<file path="config.mk">
export PLATFORM = sky130hd
export DESIGN_NAME = touch_gesture_classifier
export DESIGN_NICKNAME = d
export VERILOG_FILES = /design/src/sv/tgc_pkg.sv /design/src/sv/tgc_rotate.sv /design/src/sv/tgc_zone.sv /design/src/sv/tgc_classify.sv /design/src/sv/touch_gesture_classifier.sv
export SDC_FILE = /design/constraint.sdc
export NUM_CORES = 1
export LEC_CHECK = 0
export ABC_CLOCK_PERIOD_IN_PS = 10500
export BUFFER_PORTS_ARGS = -buffer_cell sky130_fd_sc_hd__clkbuf_2
export CORE_ASPECT_RATIO = 0.9
export CORE_MARGIN = 3
export CORE_UTILIZATION = 63
export DETAILED_ROUTE_END_ITERATION = 10
export PLACE_DENSITY = 0.82
export SETUP_SLACK_MARGIN = 0.02
export SLEW_MARGIN = 15
export SYNTH_ARGS = -nofsm -noshare
export SYNTH_HDL_FRONTEND = slang
export SYNTH_SLANG_ARGS = --single-unit
export TNS_END_PERCENT = 5
</file>
<file path="constraint.sdc">
create_clock -name clk -period 10.5 [get_ports clk]
set_clock_uncertainty 0.15 [all_clocks]
set_input_delay 0.525 -clock clk [delete_from_list [all_inputs] [get_ports clk]]
set_output_delay 0.525 -clock clk [all_outputs]
set_load 0.01 [all_outputs]
</file>
<file path="src/sv/tgc_pkg.sv">
// Shared types, constants and helpers for the touch gesture classifier.
package tgc_pkg;

    localparam int RAW_W       = 10;
    localparam int COORD_W     = 13;
    localparam int NUM_BUTTONS = 12;
    localparam int IDX_W       = 4;
    localparam int CFG_INDEX_W = 3;
    localparam int CFG_DATA_W  = 10;

    localparam int DEF_PANEL_WIDTH  = 540;
    localparam int DEF_PANEL_HEIGHT = 960;

    // Button bit positions
    localparam int KEY_BACK    = 0;
    localparam int KEY_CONFIRM = 1;
    localparam int KEY_LEFT    = 2;
    localparam int KEY_RIGHT   = 3;
    localparam int KEY_UP      = 4;
    localparam int KEY_DOWN    = 5;
    localparam int KEY_POWER   = 6;
    localparam int KEY_SWL     = 7;
    localparam int KEY_SWR     = 8;
    localparam int KEY_SWU     = 9;
    localparam int KEY_SWD     = 10;
    localparam int KEY_TWO     = 11;

    // Configuration register indexes
    localparam logic [CFG_INDEX_W-1:0] REG_ORIENTATION      = 3'd0;
    localparam logic [CFG_INDEX_W-1:0] REG_FOOTER_HEIGHT    = 3'd1;
    localparam logic [CFG_INDEX_W-1:0] REG_SWIPE_ENABLE     = 3'd2;
    localparam logic [CFG_INDEX_W-1:0] REG_HSWIPE_THRESHOLD = 3'd3;
    localparam logic [CFG_INDEX_W-1:0] REG_DOMINANCE_MARGIN = 3'd4;
    localparam logic [CFG_INDEX_W-1:0] REG_VSWIPE_THRESHOLD = 3'd5;
    localparam logic [CFG_INDEX_W-1:0] REG_TAP_DRIFT        = 3'd6;
    localparam logic [CFG_INDEX_W-1:0] REG_POWER_HOTSPOT    = 3'd7;

    // Orientation codes
    localparam logic [1:0] ORIENT_PORTRAIT = 2'd0;
    localparam logic [1:0] ORIENT_LAND_CW  = 2'd1;
    localparam logic [1:0] ORIENT_INVERTED = 2'd2;
    localparam logic [1:0] ORIENT_LAND_CCW = 2'd3;

    // Swipe direction codes
    localparam logic [1:0] SWIPE_NONE  = 2'd0;
    localparam logic [1:0] SWIPE_LEFT  = 2'd1;
    localparam logic [1:0] SWIPE_RIGHT = 2'd2;

    typedef logic [NUM_BUTTONS-1:0] btn_mask_t;
    typedef logic signed [COORD_W-1:0] coord_t;

    typedef struct packed {
        logic             touching;
        logic [2:0]       point_count;
        logic [RAW_W-1:0] raw_x;
        logic [RAW_W-1:0] raw_y;
    } in_word_t;

    typedef struct packed {
        btn_mask_t        button_mask;
        btn_mask_t        new_press_mask;
        logic [IDX_W-1:0] last_pressed;
        logic             content_tap_released;
        logic [RAW_W-1:0] content_tap_x;
        logic [RAW_W-1:0] content_tap_y;
    } out_word_t;

    typedef struct packed {
        logic [1:0]       orientation;
        logic [RAW_W-1:0] footer_height;
        logic             swipe_enable;
        logic [RAW_W-1:0] hswipe_threshold;
        logic [RAW_W-1:0] dominance_margin;
        logic [RAW_W-1:0] vswipe_threshold;
        logic [RAW_W-1:0] tap_drift;
        logic [RAW_W-1:0] power_hotspot;
    } cfg_t;

    localparam cfg_t CFG_RESET = '{
        orientation:      ORIENT_PORTRAIT,
        footer_height:    10'd0,
        swipe_enable:     1'b1,
        hswipe_threshold: 10'd60,
        dominance_margin: 10'd20,
        vswipe_threshold: 10'd60,
        tap_drift:        10'd15,
        power_hotspot:    10'd60
    };

    // Zone lookup result for the start point
    typedef struct packed {
        btn_mask_t zone_mask;
        logic      in_content;
    } zone_info_t;

    function automatic coord_t to_coord(logic [RAW_W-1:0] v);
        return coord_t'({{(COORD_W-RAW_W){1'b0}}, v});
    endfunction

    function automatic coord_t abs_coord(coord_t v);
        return (v < 0) ? -v : v;
    endfunction

    function automatic logic [IDX_W-1:0] lowest_button(btn_mask_t m);
        logic [IDX_W-1:0] idx;
        idx = '0;
        for (int i = NUM_BUTTONS - 1; i >= 0; i--)
        begin
            if (m[i])
            begin
                idx = IDX_W'(i);
            end
        end
        return idx;
    endfunction

endpackage

</file>
<file path="src/sv/tgc_rotate.sv">
// Rotation of a raw portrait point into logical coordinates.
module tgc_rotate #(
    parameter int PANEL_WIDTH  = tgc_pkg::DEF_PANEL_WIDTH,
    parameter int PANEL_HEIGHT = tgc_pkg::DEF_PANEL_HEIGHT
) (
    input  logic [1:0]                orientation,
    input  logic [tgc_pkg::RAW_W-1:0] raw_x,
    input  logic [tgc_pkg::RAW_W-1:0] raw_y,
    output tgc_pkg::coord_t           lx,
    output tgc_pkg::coord_t           ly
);
    import tgc_pkg::*;

    localparam coord_t W_MAX = coord_t'(PANEL_WIDTH - 1);
    localparam coord_t H_MAX = coord_t'(PANEL_HEIGHT - 1);

    coord_t x;
    coord_t y;

    assign x = to_coord(raw_x);
    assign y = to_coord(raw_y);

    always_comb
    begin
        case (orientation)
            ORIENT_LAND_CW:
            begin
                lx = H_MAX - y;
                ly = x;
            end
            ORIENT_INVERTED:
            begin
                lx = W_MAX - x;
                ly = H_MAX - y;
            end
            ORIENT_LAND_CCW:
            begin
                lx = y;
                ly = W_MAX - x;
            end
            default:
            begin
                lx = x;
                ly = y;
            end
        endcase
    end

endmodule

</file>
<file path="src/sv/tgc_zone.sv">
// Zone button lookup and content-area test for a logical start point.
module tgc_zone #(
    parameter int PANEL_WIDTH  = tgc_pkg::DEF_PANEL_WIDTH,
    parameter int PANEL_HEIGHT = tgc_pkg::DEF_PANEL_HEIGHT
) (
    input  tgc_pkg::cfg_t       cfg,
    input  tgc_pkg::coord_t     lx,
    input  tgc_pkg::coord_t     ly,
    output tgc_pkg::zone_info_t info
);
    import tgc_pkg::*;

    localparam coord_t PW    = coord_t'(PANEL_WIDTH);
    localparam coord_t PH    = coord_t'(PANEL_HEIGHT);
    localparam coord_t Q_P   = coord_t'(PANEL_WIDTH / 4);
    localparam coord_t Q_L   = coord_t'(PANEL_HEIGHT / 4);
    localparam coord_t T1_P  = coord_t'(PANEL_WIDTH / 3);
    localparam coord_t T1_L  = coord_t'(PANEL_HEIGHT / 3);
    localparam coord_t T2_P  = coord_t'(PANEL_WIDTH * 2 / 3);
    localparam coord_t T2_L  = coord_t'(PANEL_HEIGHT * 2 / 3);

    coord_t w;
    coord_t h;
    coord_t q;
    coord_t t1;
    coord_t t2;
    coord_t fh;
    coord_t hs;
    coord_t footer_top;
    logic   on_screen;

    always_comb
    begin
        w          = cfg.orientation[0] ? PH : PW;
        h          = cfg.orientation[0] ? PW : PH;
        q          = cfg.orientation[0] ? Q_L : Q_P;
        t1         = cfg.orientation[0] ? T1_L : T1_P;
        t2         = cfg.orientation[0] ? T2_L : T2_P;
        fh         = to_coord(cfg.footer_height);
        hs         = to_coord(cfg.power_hotspot);
        footer_top = h - fh;
        on_screen  = (lx >= 0) && (lx < w) && (ly >= 0) && (ly < h);

        info.zone_mask  = '0;
        info.in_content = (lx >= 0) && (lx < w) && (ly >= 0) && (ly < footer_top);

        if (on_screen)
        begin
            if (fh != 0)
            begin
                if ((lx < hs) && (ly < hs))
                begin
                    info.zone_mask = btn_mask_t'(1) << KEY_POWER;
                end
                else if (ly >= footer_top)
                begin
                    if (lx < q)
                    begin
                        info.zone_mask = btn_mask_t'(1) << KEY_BACK;
                    end
                    else if (lx < (q <<< 1))
                    begin
                        info.zone_mask = btn_mask_t'(1) << KEY_CONFIRM;
                    end
                    else if (lx < (q + (q <<< 1)))
                    begin
                        info.zone_mask = btn_mask_t'(1) << KEY_LEFT;
                    end
                    else
                    begin
                        info.zone_mask = btn_mask_t'(1) << KEY_RIGHT;
                    end
                end
            end
            else if (lx < t1)
            begin
                info.zone_mask = btn_mask_t'(1) << KEY_LEFT;
            end
            else if (lx >= t2)
            begin
                info.zone_mask = btn_mask_t'(1) << KEY_RIGHT;
            end
            else
            begin
                info.zone_mask = btn_mask_t'(1) << KEY_CONFIRM;
            end
        end
    end

endmodule

</file>
<file path="src/sv/tgc_classify.sv">
// Touch sequence tracking state and per-poll gesture classification.
module tgc_classify #(
    parameter int PANEL_WIDTH  = tgc_pkg::DEF_PANEL_WIDTH,
    parameter int PANEL_HEIGHT = tgc_pkg::DEF_PANEL_HEIGHT
) (
    input  logic               clk,
    input  logic               rst_n,
    input  logic               advance,
    input  tgc_pkg::cfg_t      cfg,
    input  tgc_pkg::in_word_t  word,
    output tgc_pkg::out_word_t result
);
    import tgc_pkg::*;

    logic             touch_active_reg, touch_active_next;
    logic             saw_multi_reg, saw_multi_next;
    logic             swipe_fired_reg, swipe_fired_next;
    logic [1:0]       swipe_dir_reg, swipe_dir_next;
    logic [RAW_W-1:0] start_x_reg, start_x_next;
    logic [RAW_W-1:0] start_y_reg, start_y_next;
    logic [RAW_W-1:0] last_x_reg, last_x_next;
    logic [RAW_W-1:0] last_y_reg, last_y_next;
    btn_mask_t        prev_mask_reg, prev_mask_next;
    logic [IDX_W-1:0] pressed_index_reg, pressed_index_next;
    logic [RAW_W-1:0] tap_x_reg, tap_x_next;
    logic [RAW_W-1:0] tap_y_reg, tap_y_next;

    logic             new_touch;
    logic [RAW_W-1:0] sel_start_x, sel_start_y;
    logic [RAW_W-1:0] sel_last_x, sel_last_y;
    coord_t           sx, sy, ex, ey, dx, dy, ax, ay;
    coord_t           td, vt, dm;
    logic             hswipe;
    zone_info_t       zone;
    btn_mask_t        mask, fresh;
    logic             tap_done;
    logic             fired_cur;
    logic [1:0]       dir_cur;

    // A poll that starts a sequence uses its own point as the start point
    assign new_touch   = word.touching && !touch_active_reg;
    assign sel_start_x = new_touch ? word.raw_x : start_x_reg;
    assign sel_start_y = new_touch ? word.raw_y : start_y_reg;
    assign sel_last_x  = word.touching ? word.raw_x : last_x_reg;
    assign sel_last_y  = word.touching ? word.raw_y : last_y_reg;

    tgc_rotate #(
        .PANEL_WIDTH  (PANEL_WIDTH),
        .PANEL_HEIGHT (PANEL_HEIGHT)
    ) u_rot_start (
        .orientation (cfg.orientation),
        .raw_x       (sel_start_x),
        .raw_y       (sel_start_y),
        .lx          (sx),
        .ly          (sy)
    );

    tgc_rotate #(
        .PANEL_WIDTH  (PANEL_WIDTH),
        .PANEL_HEIGHT (PANEL_HEIGHT)
    ) u_rot_last (
        .orientation (cfg.orientation),
        .raw_x       (sel_last_x),
        .raw_y       (sel_last_y),
        .lx          (ex),
        .ly          (ey)
    );

    tgc_zone #(
        .PANEL_WIDTH  (PANEL_WIDTH),
        .PANEL_HEIGHT (PANEL_HEIGHT)
    ) u_zone (
        .cfg  (cfg),
        .lx   (sx),
        .ly   (sy),
        .info (zone)
    );

    assign dx     = ex - sx;
    assign dy     = ey - sy;
    assign ax     = abs_coord(dx);
    assign ay     = abs_coord(dy);
    assign td     = to_coord(cfg.tap_drift);
    assign vt     = to_coord(cfg.vswipe_threshold);
    assign dm     = to_coord(cfg.dominance_margin);
    assign hswipe = (ax >= to_coord(cfg.hswipe_threshold)) && (ax >= (ay + dm));

    always_comb
    begin
        touch_active_next = touch_active_reg;
        saw_multi_next    = saw_multi_reg;
        swipe_fired_next  = swipe_fired_reg;
        swipe_dir_next    = swipe_dir_reg;
        start_x_next      = start_x_reg;
        start_y_next      = start_y_reg;
        last_x_next       = last_x_reg;
        last_y_next       = last_y_reg;
        tap_x_next        = tap_x_reg;
        tap_y_next        = tap_y_reg;
        mask              = '0;
        tap_done          = 1'b0;
        fired_cur         = new_touch ? 1'b0 : swipe_fired_reg;
        dir_cur           = new_touch ? SWIPE_NONE : swipe_dir_reg;

        if (word.touching)
        begin
            last_x_next       = word.raw_x;
            last_y_next       = word.raw_y;
            saw_multi_next    = saw_multi_reg || (word.point_count >= 3'd2);
            touch_active_next = 1'b1;
            if (new_touch)
            begin
                start_x_next = word.raw_x;
                start_y_next = word.raw_y;
            end
            swipe_fired_next = fired_cur;
            swipe_dir_next   = dir_cur;
            // Early horizontal swipe, reader mode only
            if ((cfg.footer_height == '0) && !saw_multi_next && !fired_cur && hswipe)
            begin
                swipe_fired_next = 1'b1;
                swipe_dir_next   = (dx < 0) ? SWIPE_LEFT : SWIPE_RIGHT;
            end
            if (swipe_fired_next && cfg.swipe_enable)
            begin
                if (swipe_dir_next == SWIPE_LEFT)
                begin
                    mask[KEY_SWL] = 1'b1;
                end
                else if (swipe_dir_next == SWIPE_RIGHT)
                begin
                    mask[KEY_SWR] = 1'b1;
                end
            end
        end
        else if (touch_active_reg)
        begin
            touch_active_next = 1'b0;
            if (cfg.footer_height != '0)
            begin
                if (zone.zone_mask != '0)
                begin
                    mask = zone.zone_mask;
                end
                else if (!saw_multi_reg && zone.in_content &&
                         (dx >= -td) && (dx <= td) && (dy >= -td) && (dy <= td))
                begin
                    tap_x_next = sx[RAW_W-1:0];
                    tap_y_next = sy[RAW_W-1:0];
                    tap_done   = 1'b1;
                end
            end
            else if (saw_multi_reg)
            begin
                mask[KEY_BACK] = 1'b1;
                mask[KEY_TWO]  = 1'b1;
            end
            else if (swipe_fired_reg)
            begin
                // reported while the finger was down
                mask = '0;
            end
            else if (hswipe)
            begin
                if (cfg.swipe_enable)
                begin
                    if (dx < 0)
                    begin
                        mask[KEY_SWL] = 1'b1;
                    end
                    else
                    begin
                        mask[KEY_SWR] = 1'b1;
                    end
                end
            end
            else if ((dy < -vt) && (ay >= (ax + dm)))
            begin
                mask[KEY_SWU] = 1'b1;
                mask[KEY_UP]  = 1'b1;
            end
            else if ((dy > vt) && (ay >= (ax + dm)))
            begin
                mask[KEY_SWD]  = 1'b1;
                mask[KEY_DOWN] = 1'b1;
            end
            else
            begin
                mask = zone.zone_mask;
            end
            saw_multi_next   = 1'b0;
            swipe_fired_next = 1'b0;
            swipe_dir_next   = SWIPE_NONE;
        end

        fresh              = mask & ~prev_mask_reg;
        pressed_index_next = (fresh != '0) ? lowest_button(fresh) : pressed_index_reg;
        prev_mask_next     = mask;

        result.button_mask          = mask;
        result.new_press_mask       = fresh;
        result.last_pressed         = pressed_index_next;
        result.content_tap_released = tap_done;
        result.content_tap_x        = tap_x_next;
        result.content_tap_y        = tap_y_next;
    end

    always_ff @(posedge clk or negedge rst_n)
    begin
        if (!rst_n)
        begin
            touch_active_reg  <= 1'b0;
            saw_multi_reg     <= 1'b0;
            swipe_fired_reg   <= 1'b0;
            swipe_dir_reg     <= SWIPE_NONE;
            start_x_reg       <= '0;
            start_y_reg       <= '0;
            last_x_reg        <= '0;
            last_y_reg        <= '0;
            prev_mask_reg     <= '0;
            pressed_index_reg <= '0;
            tap_x_reg         <= '0;
            tap_y_reg         <= '0;
        end
        else if (advance)
        begin
            touch_active_reg  <= touch_active_next;
            saw_multi_reg     <= saw_multi_next;
            swipe_fired_reg   <= swipe_fired_next;
            swipe_dir_reg     <= swipe_dir_next;
            start_x_reg       <= start_x_next;
            start_y_reg       <= start_y_next;
            last_x_reg        <= last_x_next;
            last_y_reg        <= last_y_next;
            prev_mask_reg     <= prev_mask_next;
            pressed_index_reg <= pressed_index_next;
            tap_x_reg         <= tap_x_next;
            tap_y_reg         <= tap_y_next;
        end
    end

    a_idle_clean: assert property (@(posedge clk) disable iff (!rst_n)
        !touch_active_reg |-> (!swipe_fired_reg && !saw_multi_reg))
        else $error("sequence flags set without an active touch");

    a_dir_matches_fired: assert property (@(posedge clk) disable iff (!rst_n)
        (swipe_dir_reg != SWIPE_NONE) == swipe_fired_reg)
        else $error("swipe direction out of step with swipe flag");

    a_tap_no_button: assert property (@(posedge clk) disable iff (!rst_n)
        (advance && tap_done) |-> (mask == '0))
        else $error("content tap reported together with a button");

endmodule

</file>
<file path="src/sv/touch_gesture_classifier.sv">
// Top level: configuration registers, poll input stage and result output register.
// A poll is first held in the stage register; its result word is then registered in the result register.
// Throughput: one poll per cycle while the result side is not stalled.
// The result register frees the input side while a result waits to be taken.
// Reset (rst_n low, asynchronous) empties both stages, clears all tracking state
// and returns the configuration registers to their defaults.
module touch_gesture_classifier #(
    parameter int PANEL_WIDTH  = tgc_pkg::DEF_PANEL_WIDTH,
    parameter int PANEL_HEIGHT = tgc_pkg::DEF_PANEL_HEIGHT
) (
    input  logic                           clk,
    input  logic                           rst_n,
    input  logic                           cfg_write,
    input  logic [tgc_pkg::CFG_INDEX_W-1:0] cfg_index,
    input  logic [tgc_pkg::CFG_DATA_W-1:0]  cfg_data,
    input  logic                           poll_valid,
    output logic                           poll_ready,
    input  tgc_pkg::in_word_t              poll,
    output logic                           result_valid,
    input  logic                           result_ready,
    output tgc_pkg::out_word_t             result
);
    import tgc_pkg::*;

    cfg_t      cfg_reg, cfg_next;
    logic      stage_valid_reg, stage_valid_next;
    in_word_t  stage_reg;
    logic      result_valid_reg, result_valid_next;
    out_word_t result_reg;
    out_word_t step_word;
    logic      advance;

    always_comb
    begin
        cfg_next = cfg_reg;
        if (cfg_write)
        begin
            case (cfg_index)
                REG_ORIENTATION:      cfg_next.orientation      = cfg_data[1:0];
                REG_FOOTER_HEIGHT:    cfg_next.footer_height    = cfg_data;
                REG_SWIPE_ENABLE:     cfg_next.swipe_enable     = cfg_data[0];
                REG_HSWIPE_THRESHOLD: cfg_next.hswipe_threshold = cfg_data;
                REG_DOMINANCE_MARGIN: cfg_next.dominance_margin = cfg_data;
                REG_VSWIPE_THRESHOLD: cfg_next.vswipe_threshold = cfg_data;
                REG_TAP_DRIFT:        cfg_next.tap_drift        = cfg_data;
                REG_POWER_HOTSPOT:    cfg_next.power_hotspot    = cfg_data;
                default:              cfg_next = cfg_reg;
            endcase
        end
    end

    // Advance the stage word when the result register is free or being drained
    assign advance    = stage_valid_reg && (!result_valid_reg || result_ready);
    assign poll_ready = !stage_valid_reg || advance;

    always_comb
    begin
        stage_valid_next = stage_valid_reg;
        if (poll_valid && poll_ready)
        begin
            stage_valid_next = 1'b1;
        end
        else if (advance)
        begin
            stage_valid_next = 1'b0;
        end

        result_valid_next = result_valid_reg;
        if (advance)
        begin
            result_valid_next = 1'b1;
        end
        else if (result_ready)
        begin
            result_valid_next = 1'b0;
        end
    end

    tgc_classify #(
        .PANEL_WIDTH  (PANEL_WIDTH),
        .PANEL_HEIGHT (PANEL_HEIGHT)
    ) u_classify (
        .clk     (clk),
        .rst_n   (rst_n),
        .advance (advance),
        .cfg     (cfg_reg),
        .word    (stage_reg),
        .result  (step_word)
    );

    always_ff @(posedge clk or negedge rst_n)
    begin
        if (!rst_n)
        begin
            cfg_reg          <= CFG_RESET;
            stage_valid_reg  <= 1'b0;
            result_valid_reg <= 1'b0;
        end
        else
        begin
            cfg_reg          <= cfg_next;
            stage_valid_reg  <= stage_valid_next;
            result_valid_reg <= result_valid_next;
        end
    end

    always_ff @(posedge clk)
    begin
        if (poll_valid && poll_ready)
        begin
            stage_reg <= poll;
        end
        if (advance)
        begin
            result_reg <= step_word;
        end
    end

    assign result_valid = result_valid_reg;
    assign result       = result_reg;

    a_empty_stage_ready: assert property (@(posedge clk) disable iff (!rst_n)
        !stage_valid_reg |-> poll_ready)
        else $error("input held off with an empty stage");

    a_fresh_subset: assert property (@(posedge clk) disable iff (!rst_n)
        result_valid |-> ((result.new_press_mask & ~result.button_mask) == '0))
        else $error("new press outside button mask");

    a_lowest_fresh: assert property (@(posedge clk) disable iff (!rst_n)
        (result_valid && (result.new_press_mask != '0)) |->
        (((result.new_press_mask >> result.last_pressed) & btn_mask_t'(1)) != '0) &&
        ((result.new_press_mask & ((btn_mask_t'(1) << result.last_pressed) - btn_mask_t'(1)))
            == '0))
        else $error("last pressed is not the lowest new press");

endmodule

</file>
-- Word level (Yosys, flattened, before mapping)
Cells that the tools add are included.
- bits in registers: 219
- input bits: 42
- logic and storage cells: 238
- add/subtract/negate cells: 14
- magnitude comparators: 25
- eq/ne operators: 12
- muxes and demuxes: 102
- bitwise logic cells: 4
- reductions and logical operators: 49
- operators with widths (operator ; count):
    two-way mux 10 bit ; 16
    one-hot mux 13 bit (3 select lines) ; 4
    two-way mux 4 bit ; 29
    less-than comparator 13 x 11 -> 1 bit ; 6
    two-way mux 12 bit ; 6
    greater-or-equal comparator 13 bit ; 4
    subtractor 10 x 10 -> 11 bit (first input constant) ; 4
    greater-or-equal comparator 13 x 11 -> 1 bit ; 3
    two-way mux 7 bit ; 4
    two-way mux 9 bit ; 3
    adder 13 x 11 -> 13 bit ; 2
    greater-or-equal comparator 13 x 1 -> 1 bit (second input constant) ; 2
    less-or-equal comparator 13 x 11 -> 1 bit ; 2
    less-than comparator 13 x 1 -> 1 bit (second input constant) ; 2
    less-than comparator 13 x 10 -> 1 bit ; 2
    two-way mux 13 bit ; 2
    negator 10 -> 13 bit ; 2
    negator 13 bit ; 2
    subtractor 13 bit ; 2
    two-way mux 1 bit ; 24
    nonzero test 12 bit ; 2
    two-way mux 2 bit ; 11
    logical AND 1 bit ; 20
    AND reduction 2 bit ; 10
    other kinds (23) ; 42

-- Logic depth before layout (Yosys ltp)
- depth after elaboration: 42
- depth in mapped cells: 46
- gate-level depth less buffers: 43

-- Modules after synthesis
Synthesis repeated with hierarchy kept, for this count alone.
- cell total of the unflattened synthesis: 1897
- area, all modules: 18491.5 um^2
- modules (own cells, without submodules) (module ; times used ; cells an instance ; area each (um^2) ; seq. area each (um^2)):
    tgc_classify ; 1 ; 1148 ; 10171.0 ; 2026.9
    touch_gesture_classifier ; 1 ; 220 ; 4713.3 ; 3842.4
    tgc_zone ; 1 ; 273 ; 1983.2 ; 0.0
    tgc_rotate ; 2 ; 128 ; 812.0 ; 0.0

-- Worst setup path before layout
No wires, ideal clock.
- kind: reg2reg
- start point: register cfg_reg[61] in the netlist's numbering
- end point: register result_reg (netlist bit result[22]), data pin
- arrival: 8.797 ns
- setup slack: 1.296 ns
- stages on the path, launching flop included: 40
- cell sequence: dfrtp_1 inv_1 buf_1 clkbuf_1 clkbuf_1 clkbuf_1 mux4_2 ha_1 nand3_1 nor2_1 a21boi_0 o31a_1 clkbuf_1 clkinv_1 o21ai_0 ha_1 a21o_1 a21oi_1 [... 4 more ...] o21ai_0 nand2b_1 a21oi_1 nor2b_1 o21ai_0 xnor2_1 ha_1 nand2_1 or2_2 nor3_1 o32ai_1 a221o_1 and3_1 o21a_1 nor2_1 nor2_1 or4_1 a32o_1
- RTL lines (item ; line ; source):
    start, declared ; touch_gesture_classifier.sv:25 ; cfg_t cfg_reg, cfg_next;
    start signal, assigned ; touch_gesture_classifier.sv:101 ; cfg_reg <= cfg_next;
    end signal, assigned ; touch_gesture_classifier.sv:115 ; result_reg <= step_word;
    end, declared ; touch_gesture_classifier.sv:29 ; out_word_t result_reg;

-- Worst setup path after layout
- start point: register stage_reg[23] in the netlist's numbering
- end point: register u_classify.pressed_index_reg[0]
- cells in the longest elaborated chain, start to end: 37
- ends and longest elaborated chain (item ; line ; source):
    start, declared ; touch_gesture_classifier.sv:27 ; in_word_t stage_reg;
    start signal, assigned ; touch_gesture_classifier.sv:111 ; stage_reg <= poll;
    logical AND 1 bit * ; tgc_classify.sv:41 ; assign new_touch = word.touching && !touch_active_reg;
    two-way mux 10 bit * ; tgc_classify.sv:42 ; assign sel_start_x = new_touch ? word.raw_x : start_x_reg;
    via u_classify.sel_start_x[2] ; tgc_classify.sv:29 ; logic [RAW_W-1:0] sel_start_x, sel_start_y;
    subtractor 10 x 10 -> 11 bit ; tgc_rotate.sv:33, tgc_rotate.sv:39 ;
    one-hot mux 13 bit (3 select lines) ; tgc_rotate.sv:25 ; case (orientation)
    subtractor 13 bit ; tgc_classify.sv:79 ; assign dx = ex - sx;
    negator 13 bit or less-than comparator 13 x 1 -> 1 bit (tied branches) ; tgc_pkg.sv:101, tgc_classify.sv:122, tgc_classify.sv:167 ;
    two-way mux 13 bit ; tgc_pkg.sv:101 ; return (v < 0) ? -v : v;
    [... 13 more ...] ; - ;
    two-way mux 12 bit ; tgc_classify.sv:158 ; else if (swipe_fired_reg)
    two-way mux 10 bit ; tgc_classify.sv:153 ; else if (saw_multi_reg)
    two-way mux 12 bit ; tgc_classify.sv:139 ; if (cfg.footer_height != '0)
    two-way mux 12 bit ; tgc_classify.sv:136 ; else if (touch_active_reg)
    two-way mux 3 bit ; tgc_classify.sv:105 ; if (word.touching)
    AND 12 bit * ; tgc_classify.sv:196 ; fresh = mask & ~prev_mask_reg;
    two-way mux 4 bit (10 in series) ; tgc_pkg.sv:109 ; if (m[i])
    two-way mux 4 bit * ; tgc_classify.sv:197 ; pressed_index_next = (fresh != '0) ? lowest_button(fresh) : pressed_index_reg;
    end signal, assigned ; tgc_classify.sv:236 ; pressed_index_reg <= pressed_index_next;
    end, declared ; tgc_classify.sv:24 ; logic [IDX_W-1:0] pressed_index_reg, pressed_index_next;
Mark *: on every way through the listed nets, which the timed path passes. The rest lies on a longest branch. The select of a mux whose other input is x is not followed.
A chain may end at the register's enable or synchronous reset.

==> flow_metrics.env <==
export IMPL_status="completed"
export IMPL_largest_register_ffs=63
export IMPL_seq_area_frac_synth_pct=32.5
export IMPL_setup_violations=0
export IMPL_cts_buffers=23
export IMPL_post_cts_buffers=0
export IMPL_firstDrtPassIters=5
export IMPL_synth_largest_area_cell="dfrtp_1"
export IMPL_syn_instance_count=1810
export IMPL_h_tree_depth=1
export IMPL_antenna_found_initial=0
export IMPL_place_congestion=0.958
export IMPL_cts_tree="yes"
export IMPL_syn_area_um2=17400
export IMPL_setup_tns_ns=0
export IMPL_multi_input_area_um2=10900
export IMPL_critPathKind="reg -> reg"
export IMPL_grt_ovfl_total=0
export IMPL_yosysWarnings=0
export IMPL_synth_edf_count=68
export IMPL_ys_async_sr_fraction_pct=67.9
export IMPL_viasPerCell=6.45
export IMPL_initial_core_util_pct=64.4
export IMPL_fill_cells=2055
export IMPL_final_hold_viol_count=0
export IMPL_cap_viol_max_count=0
export IMPL_cp_required_ns=10.77
export IMPL_vias=14766
export IMPL_synth_top_area_share_pct=17.9
export IMPL_syn_avg_cell_area_um2=9.64
export IMPL_die_h_um=164
export IMPL_clk_latency_ns=0.53
export IMPL_setup_worst_path_end_class="register"
export IMPL_placed_cells=2247
export IMPL_grt_pass1_vias=14317
export IMPL_crit_path_top_delay_cell="a21oi_1"
export IMPL_cp_top_family="compound AO/OA/AOI/OAI gates"
export IMPL_final_area_um2=19200
export IMPL_grt_pass1_wl_um=78800
export IMPL_max_stage_delay_ns=0.76
export IMPL_final_util_pct=70.8
export IMPL_grtUsageTotal_pct=33.1
export IMPL_die_width_um=181
export IMPL_worst_pin_slew_ns=1.20
export IMPL_synth_common_cells="ha_1, nand2_1, inv_1, dfrtp_1, o21ai_0"
export IMPL_path_clk_slew_ns=0.06
export IMPL_drive_above_1_share_pct=18.9
export IMPL_slew_violations=0
export IMPL_layout_cells_non_filler=2289
export IMPL_row_count=57
export IMPL_dieArea_um2=29700
export IMPL_pin_count=93
export IMPL_min_path_type="in -> reg"
export IMPL_cts_root_buf="clkbuf_16"
export IMPL_fin_crit_sh_pct=92.7
export IMPL_crit_buf_inv=5
export IMPL_clk_path_buf_depth=3
export IMPL_drtAntennaViolNets=0
export IMPL_register_area_um2=5670
export IMPL_arrival_ns=10.00
export IMPL_synth_most_common_cell="ha_1"
export IMPL_drt_initial_drc_count=1468
export IMPL_synthFlopType="dfrtp_1"
export IMPL_ys_ff_latch=212
export IMPL_buffer_ports_inserted=91
export IMPL_routedWlPerCell_um=21.8
export IMPL_place_area_um2=18400
export IMPL_place_hpwl_um=37600
export IMPL_startpoint_type="register"
export IMPL_cts_num_sinks=212
export IMPL_rsz0062_at_grt="yes"
export IMPL_fmaxAchievable_mhz=103
export IMPL_cp_max_fo=19
export IMPL_synth_top_cells_by_area="dfrtp_1, ha_1, edfxtp_1"
export IMPL_finalWirelength_um=49900
export IMPL_area_growth_pct=10.0
export IMPL_grt_max_degree=90
export IMPL_num_antenna_cells=0
export IMPL_core_region_area_um2=27100
export IMPL_synthDistinctLibCells=101
export IMPL_slew_headroom_pct=18.9
export IMPL_drc_errors=0
export IMPL_layout_min_cycle_time_ns=9.73
export IMPL_final_nets=2176
cell type report:
class                   count  area share [%]
clock buffers              25            3.04
clock inverters            16           0.880
inverters                 150            2.93
multi-input cells        1394            57.0
flip-flops and latches    212            29.6
well taps                 354            2.31
repair buffers            138            4.26
timing repair:
| action | CTS | global route |
|---|---|---|
| hold endpoints to repair | 63 | 0 |
| hold buffers | 1 | 0 |
| gates resized for setup | 0 | 1 |
| endpoints found under the setup margin | 0 | 4 |
per-layer routing:
metal	GRT usage, %	part of all wire, %
met1	47.3	44
met2	52.4	44
met3	5.93	9.1
met4	8.97	3.1
met5	0	0
worst paths after layout:
kind / startpoint / endpoint / slack (ns) / cells after the start
setup / recovery: stage_reg[23] / u_classify.pressed_index_reg[0] / 0.77 / 38
hold / removal: poll[8] / stage_reg[8] / 0.02 / 1
setup reg to reg: stage_reg[23] / u_classify.pressed_index_reg[0] / 0.77 / 38
hold reg to reg: u_classify.prev_mask_reg[0] / u_classify.prev_mask_reg[0] / 0.33 / 2
max in group asynchronous: rst_n / cfg_reg[20] / 8.48 / 3
min in group asynchronous: rst_n / u_classify.tap_x_reg[6] / 0.45 / 2
cell usage in the layout (no fill, tap or decap), types with 9 or more instances in the layout:
master	n
clkbuf_2	90
mux2_2	76
a31oi_1	11
a211oi_1	18
nand3_1	35
nor2_1	104
or3_1	15
dfrtp_1	124
edfxtp_1	68
xnor2_1	61
nor2b_1	23
nand2b_1	34
buf_4	46
inv_1	144
o21ai_0	116
dfstp_2	19
mux2_4	39
a21oi_1	97
nor4_1	17
clkbuf_16	23
o22ai_1	18
o21bai_1	11
o21a_1	28
mux2i_1	33
a21o_1	22
nor3_1	27
nand2_1	151
and3_1	9
xor2_1	22
nand4_1	20
ha_1	211
worst reg2reg max path: cells and delay by family, from the launching register on:
kind                       cells  cell delay, ns
and+or+nand+nor                7            1.21
xor gates and xnor gates       1            0.11
muxes                          2            0.72
AOI/OAI and AO/OA             19            5.17
DFF                            1            0.32
adders and majority gates      4            1.19
buffers and inverters          5            0.75
logic make-up (layout without fill, tap and decap cells):
kind of cell,after synthesis,in the layout,share of synthesized area (%)
simple gates,494,494,14.3
buf+inv,205,329,4.85
compound gates,436,436,16.7
flops,212,212,32.5
xor+xnor,86,86,4.45
fa+ha+maj,215,215,15.6
other cells,1,2,0.0215
mux,161,161,11.6
per-stage QoR:
step	worst slack [ns]	hold WS, ns
2_1_floorplan	1.30	0.0794
3_3_place_gp	1.16	0.302
3_5_place_dp	0.932	0.318
4_1_cts	0.859	0.00622
5_1_grt	0.00207	0.0128
6_report	0.765	0.0175
Power is not shown: default switching activity piles up to over one toggle a cycle in this logic, so the estimate is an artifact.
